===== src/rtl/dpa_pkg.sv =====
package dpa_pkg;

   // field components per frequency: Ex Ey Ez Hx Hy Hz
   localparam int NCOMP       = 6;
   localparam int COMP_H_BASE = 3;

   localparam int ACC_W   = 48;
   localparam int SPLIT_W = 32;
   localparam int CFG_W   = 32;
   localparam int NCFG    = 8;

   // Q4.28 value 1.0, reset value of the real norm registers
   localparam logic signed [CFG_W-1:0] NORM_ONE = 32'sh1000_0000;

   // output queue
   localparam int OUTQ_DEPTH = 8;
   localparam int OUTQ_AW    = 3;
   localparam int OUTQ_CW    = 4;

   // request modes; the spare code behaves as a read
   localparam logic [1:0] MODE_ACC  = 2'd0;
   localparam logic [1:0] MODE_NORM = 2'd1;

   typedef enum logic [2:0] {
      CSR_PHASE_E_RE,
      CSR_PHASE_E_IM,
      CSR_PHASE_H_RE,
      CSR_PHASE_H_IM,
      CSR_NORM_E_RE,
      CSR_NORM_E_IM,
      CSR_NORM_H_RE,
      CSR_NORM_H_IM
   } csr_index_type;

   typedef enum logic [1:0] {
      ST_OK,
      ST_SAT,
      ST_DIV_ZERO
   } status_type;

   typedef enum logic [2:0] {
      NRM_IDLE,
      NRM_MUL,
      NRM_SUM,
      NRM_DOT,
      NRM_PREP,
      NRM_DIV,
      NRM_ROUND,
      NRM_DONE
   } nrm_state_type;

   typedef struct packed {
      logic [ACC_W-1:0] acc_re;
      logic [ACC_W-1:0] acc_im;
      status_type       status;
   } rsp_type;

   typedef struct packed {
      logic [ACC_W-1:0] x;
      logic [ACC_W-1:0] y;
      logic [CFG_W-1:0] c;
      logic [CFG_W-1:0] d;
   } norm_req_type;

   // Q.58 product rounded to Q.40, magnitude rounded half away from zero
   function automatic logic signed [ACC_W-1:0] round_phase(input logic signed [64:0] p);
      logic [63:0] mag;
      logic [64:0] rnd;
      logic [ACC_W-1:0] r;
      mag = p[64] ? 64'(-p) : p[63:0];
      rnd = {1'b0, mag} + 65'(1 << 17);
      r   = {1'b0, rnd[64:18]};
      return p[64] ? $signed(-r) : $signed(r);
   endfunction

   // clamp a 49-bit sum to 48 bits, flag in the top bit of the result
   function automatic logic [ACC_W:0] sat49(input logic signed [ACC_W:0] v);
      logic [ACC_W:0] r;
      if (v[ACC_W] != v[ACC_W-1]) begin
         r = {1'b1, v[ACC_W], {(ACC_W-1){~v[ACC_W]}}};
      end else begin
         r = {1'b0, v[ACC_W-1:0]};
      end
      return r;
   endfunction

endpackage


===== src/rtl/dpa_outq.sv =====
module dpa_outq import dpa_pkg::*; (
   input  logic               clock,
   input  logic               reset,
   input  logic               push,
   input  rsp_type            push_data,
   input  logic               pop,
   output rsp_type            head,
   output logic               not_empty,
   output logic [OUTQ_CW-1:0] count
);

   rsp_type              buf_ff [OUTQ_DEPTH];
   logic [OUTQ_AW-1:0]   wr_ptr_ff, rd_ptr_ff;
   logic [OUTQ_CW-1:0]   cnt_ff;

   // pointers and fill count
   always_ff @(posedge clock) begin
      if (reset) begin
         wr_ptr_ff <= '0;
         rd_ptr_ff <= '0;
         cnt_ff    <= '0;
      end else begin
         if (push) begin
            wr_ptr_ff <= wr_ptr_ff + OUTQ_AW'(1);
         end
         if (pop) begin
            rd_ptr_ff <= rd_ptr_ff + OUTQ_AW'(1);
         end
         cnt_ff <= cnt_ff + OUTQ_CW'(push) - OUTQ_CW'(pop);
      end
   end

   // entries
   always_ff @(posedge clock) begin
      if (push) begin
         buf_ff[wr_ptr_ff] <= push_data;
      end
   end

   assign head      = buf_ff[rd_ptr_ff];
   assign not_empty = (cnt_ff != '0);
   assign count     = cnt_ff;

endmodule


===== config.mk =====
export PLATFORM = sky130hd
export DESIGN_NAME = dpa_outq
export DESIGN_NICKNAME = d
export VERILOG_FILES = /design/src/rtl/dpa_pkg.sv /design/src/rtl/dpa_outq.sv
export SDC_FILE = /design/constraint.sdc
export NUM_CORES = 1
export LEC_CHECK = 0
export ABC_AREA = 1
export BUFFER_PORTS_ARGS = -buffer_cell sky130_fd_sc_hd__buf_2
export CAP_MARGIN = 10
export CORE_MARGIN = 2
export CORE_UTILIZATION = 25
export CTS_BUF_LIST = sky130_fd_sc_hd__clkbuf_8
export CTS_CLUSTER_DIAMETER = 30
export CTS_CLUSTER_SIZE = 30
export DETAILED_ROUTE_END_ITERATION = 6
export PLACE_DENSITY = 0.51
export SLEW_MARGIN = 20
export SYNTH_ARGS = -nofsm -noshare
export SYNTH_HDL_FRONTEND = slang
export SYNTH_SLANG_ARGS = --single-unit

===== constraint.sdc =====
create_clock -name clock -period 4.85 [get_ports clock]
set_input_delay 0.2425 -clock clock [delete_from_list [all_inputs] [get_ports clock]]
set_output_delay 0.2425 -clock clock [all_outputs]
set_load 0.1 [all_outputs]

==> summary.txt <==
Die
  – Die area: approximately 140000 um^2
  – Starting Density: 0.251
  – Die Height: around 380 um
  – Core area: roughly 140000 um^2
  – IO Pins: 205
  – Chip Width: approximately 380 um
  – Core Rows: between 100 and 150

Outcome
  – Outcome: completed

Placed design
  – Placed Cells: about 5400
  – Dpl hpwl: around 41000 um
  – Gpl congestion: approximately 0.7
  – Port bufs: a little over 200
  – Post-DP Area: 37700 um^2
  – DP Worst Slack: approximately 1.7 ns

Clock network
  – CTS root buffer: clkbuf_8
  – Clock tree buffer depth: 3
  – Reg clk slew, reported paths: 0.06 ns
  – Clock Latency Late Sink: between 0.8 and 0.9 ns
  – Num CTS Buffers: 191
  – Postcts setup bufs: 0
  – # hold bufs at CTS: around 100
  – Clock Sinks: 797
  – CTS resizes: 0
  – H-tree levels: 4
  – CTS tree: built

Critical path
  – Most used cell, CP: nand2_1
  – CP Cell Sequence: clkinv_8 > buf_4 > nand2_1 > nand3_1 > nand2_1 > nand2_1 > nand2_1 > buf_2
  – FF-to-FF Start: wr_ptr_ff[0]$_SDFFE_PP0P_
  – R2r endpoint: buf_ff[2][0]$_DFFE_PP_
  – Arrival time of the worst setup path: ~3.8 ns
  – Worst r2r path cells: 3
  – Worst Setup End Kind: output port
  – R2R Setup Slk: ~2.6 ns
  – Crit path kind: flop to output port
  – Largest fanout on the critical path: 159
  – Slowest cell on the critical path: dfxtp_4
  – Crit path largest cell delay: ~0.59 ns
  – Crit start category: flop
  – Worst EP required: approximately 4.6 ns

Logic synthesis
  – Sequential-to-total area share from yosys stat: 0.682
  – Synthesized flop and latch total: around 800
  – Area leader, netlist: edfxtp_1
  – Top post-synthesis cells by area: edfxtp_1 (67%), nand2_1 (14%), inv_1 (8.6%)
  – Syn_nets: ~3600
  – Top-area cell type share of the netlist area: 0.674
  – Post-Syn Instances: around 3500
  – Average cell area after synthesis: 10.1 um^2
  – Mapped Area: 34900 um^2
  – YS warnings: 0
  – Distinct cells, synth: 20

Detailed routing
  – Vias per cell: between 3 and 4
  – Initial drt markers: between 1000 and 1500
  – Drt drc: 0
  – Remaining antenna violation count after routing: 0
  – Final wirelength: ~88000 um
  – Routed WL per cell: around 15 um
  – DRT Pass-1 Iters: 7
  – Vias: between 20000 and 25000

Global routing
  – Total Routing Usage GR: 0.124
  – First-pass GRT wire length: 134000 um
  – Vias in the first global route: around 23000
  – Initial antenna violation count: 16
  – Congestion Overflow GR: 0
  – Largest net degree at the start of global routing: 191

Finish
  – Layout Nets: 3949
  – Proportion of layout cells with a drive suffix above 1: 0.130
  – Fin area: between 40000 and 50000 um^2
  – Synth-to-layout area growth: 22.5%
  – Finished Layout Cells: 5879

Timing
  – Worst setup margin: approximately 0.85 ns
  – Fin crit period: approximately 4.0 ns
  – Max-slew violation count: 0
  – Max Freq: 0.250 GHz
  – Fin. Hold Viols: 0
  – Setup Skew: roughly 0.047 ns
  – Period utilization: 0.824
  – RSZ-0062 raised after global routing: no
  – Slew margin rel.: 0.226
  – Worst slew pin tran: about 1.2 ns
  – Setup-failing EPs final: 0

Min path
  – Hold path start: reset
  – Worst hold path endpoint: wr_ptr_ff[0]$_SDFFE_PP0P_
  – Cells on Worst Hold Path: 3
  – HP Class: primary input to flop

Pwr
  – Worst vdd ir: 463 uV
  – Pleak: between 15 and 20 nW
  – P per Cell Area: ~440 nW/um^2

Run
  – MaxCap Viol Count: 0
-- placed cells by master (no fill, tap or decap), types with 3 or more instances in the layout --
cell type,instances
nand3_1,395
dlygate4sd3_1,102
edfxtp_1,784
inv_1,826
clkinv_8,3
buf_4,10
diode_2,8
clkbuf_8,193
buf_2,204
o21ai_0,3
clkinvlp_4,17
clkinv_4,11
inv_6,3
nor2_1,8
buf_12,15
nor2_4,8
inv_8,3
nand2_1,1285
dfxtp_1,10
ha_1,7
clkinv_2,25
dfxtp_4,3
a21oi_1,6
clkinv_1,45
bufinv_16,23
-- synthesized netlist by cell type, drive strengths merged --
master	n
fa	1
a21oi	6
edfxtp	784
dfxtp	13
buf	134
inv	801
nor2	16
xor2	1
nand2	1285
xnor2	1
clkbuf	17
o21ai	3
nand3	395
ha	7
or2	2
-- state kept, by name, indices dropped and copies added (netlist names), named ones only --
signal     flops
buf_ff       784
count          4
rd_ptr_ff      3
wr_ptr_ff      3
-- worst max path at each step --
stage	startpoint	endpoint	slack [ns]	depth (start not counted)
after floorplan	wr_ptr_ff[0]$_SDFFE_PP0P_	buf_ff[0][0]$_DFFE_PP_	-0.44	2
final	flop	head[65]	0.85	8
after CTS	flop	head[65]	0.69	8
after global placement	flop	head[65]	1.75	8
after global routing	flop	head[64]	0.53	8
after detailed placement	flop	head[65]	1.75	8
-- power by group --
part	internal (mW)	total, mW	switching [mW]
sequential	7.75	7.81	0.0578
clock	4.97	8.23	3.26
combinational	0.554	2.85	2.30
-- final cells by class --
type	count	area, um^2
fill	14300	96200
sequential	797	23800
multi-input combinational	1717	7100
inverter	801	3030
clock buffer	193	2660
timing repair buffer	331	2420
tap	1876	2350
clock inverter	156	1400
antenna	8	20.0
-- layer usage --
metal,share of wire,track usage,vias up
met5,0.00092,0,-
met4,0.026,0.0511,16
met3,0.053,0.0332,186
met2,0.47,0.199,494
met1,0.45,0.158,10900
li1,-,-,11600
-- cells by family after synthesis --
kind of cell               share of synthesized area
adders and majority gates                    0.00308
and+or+nand+nor                                0.197
DFF                                            0.682
xor gates and xnor gates                    0.000502
buffers and inverters                          0.117
AOI/OAI and AO/OA                            0.00129
-- worst max-delay path: cells and delay by family (launching register included) --
kind	cells	cell delay (ns)
buf+inv	3	1.58
flops	1	0.59
simple gates	5	0.46
-- metrics by stage --
stage	util	setup TNS (ns)	hold slack, ns	power [mW]
after CTS	0.308	0	0.00699	19.2
after global placement	0.271	0	0.481	10.7
after global routing	0.308	0	0.0915	19.7
after floorplan	-	-174.05	0.309	10.2
final	0.308	0	0.165	18.9
after detailed placement	0.271	0	0.488	10.8
(Power assumes the default switching activity.)
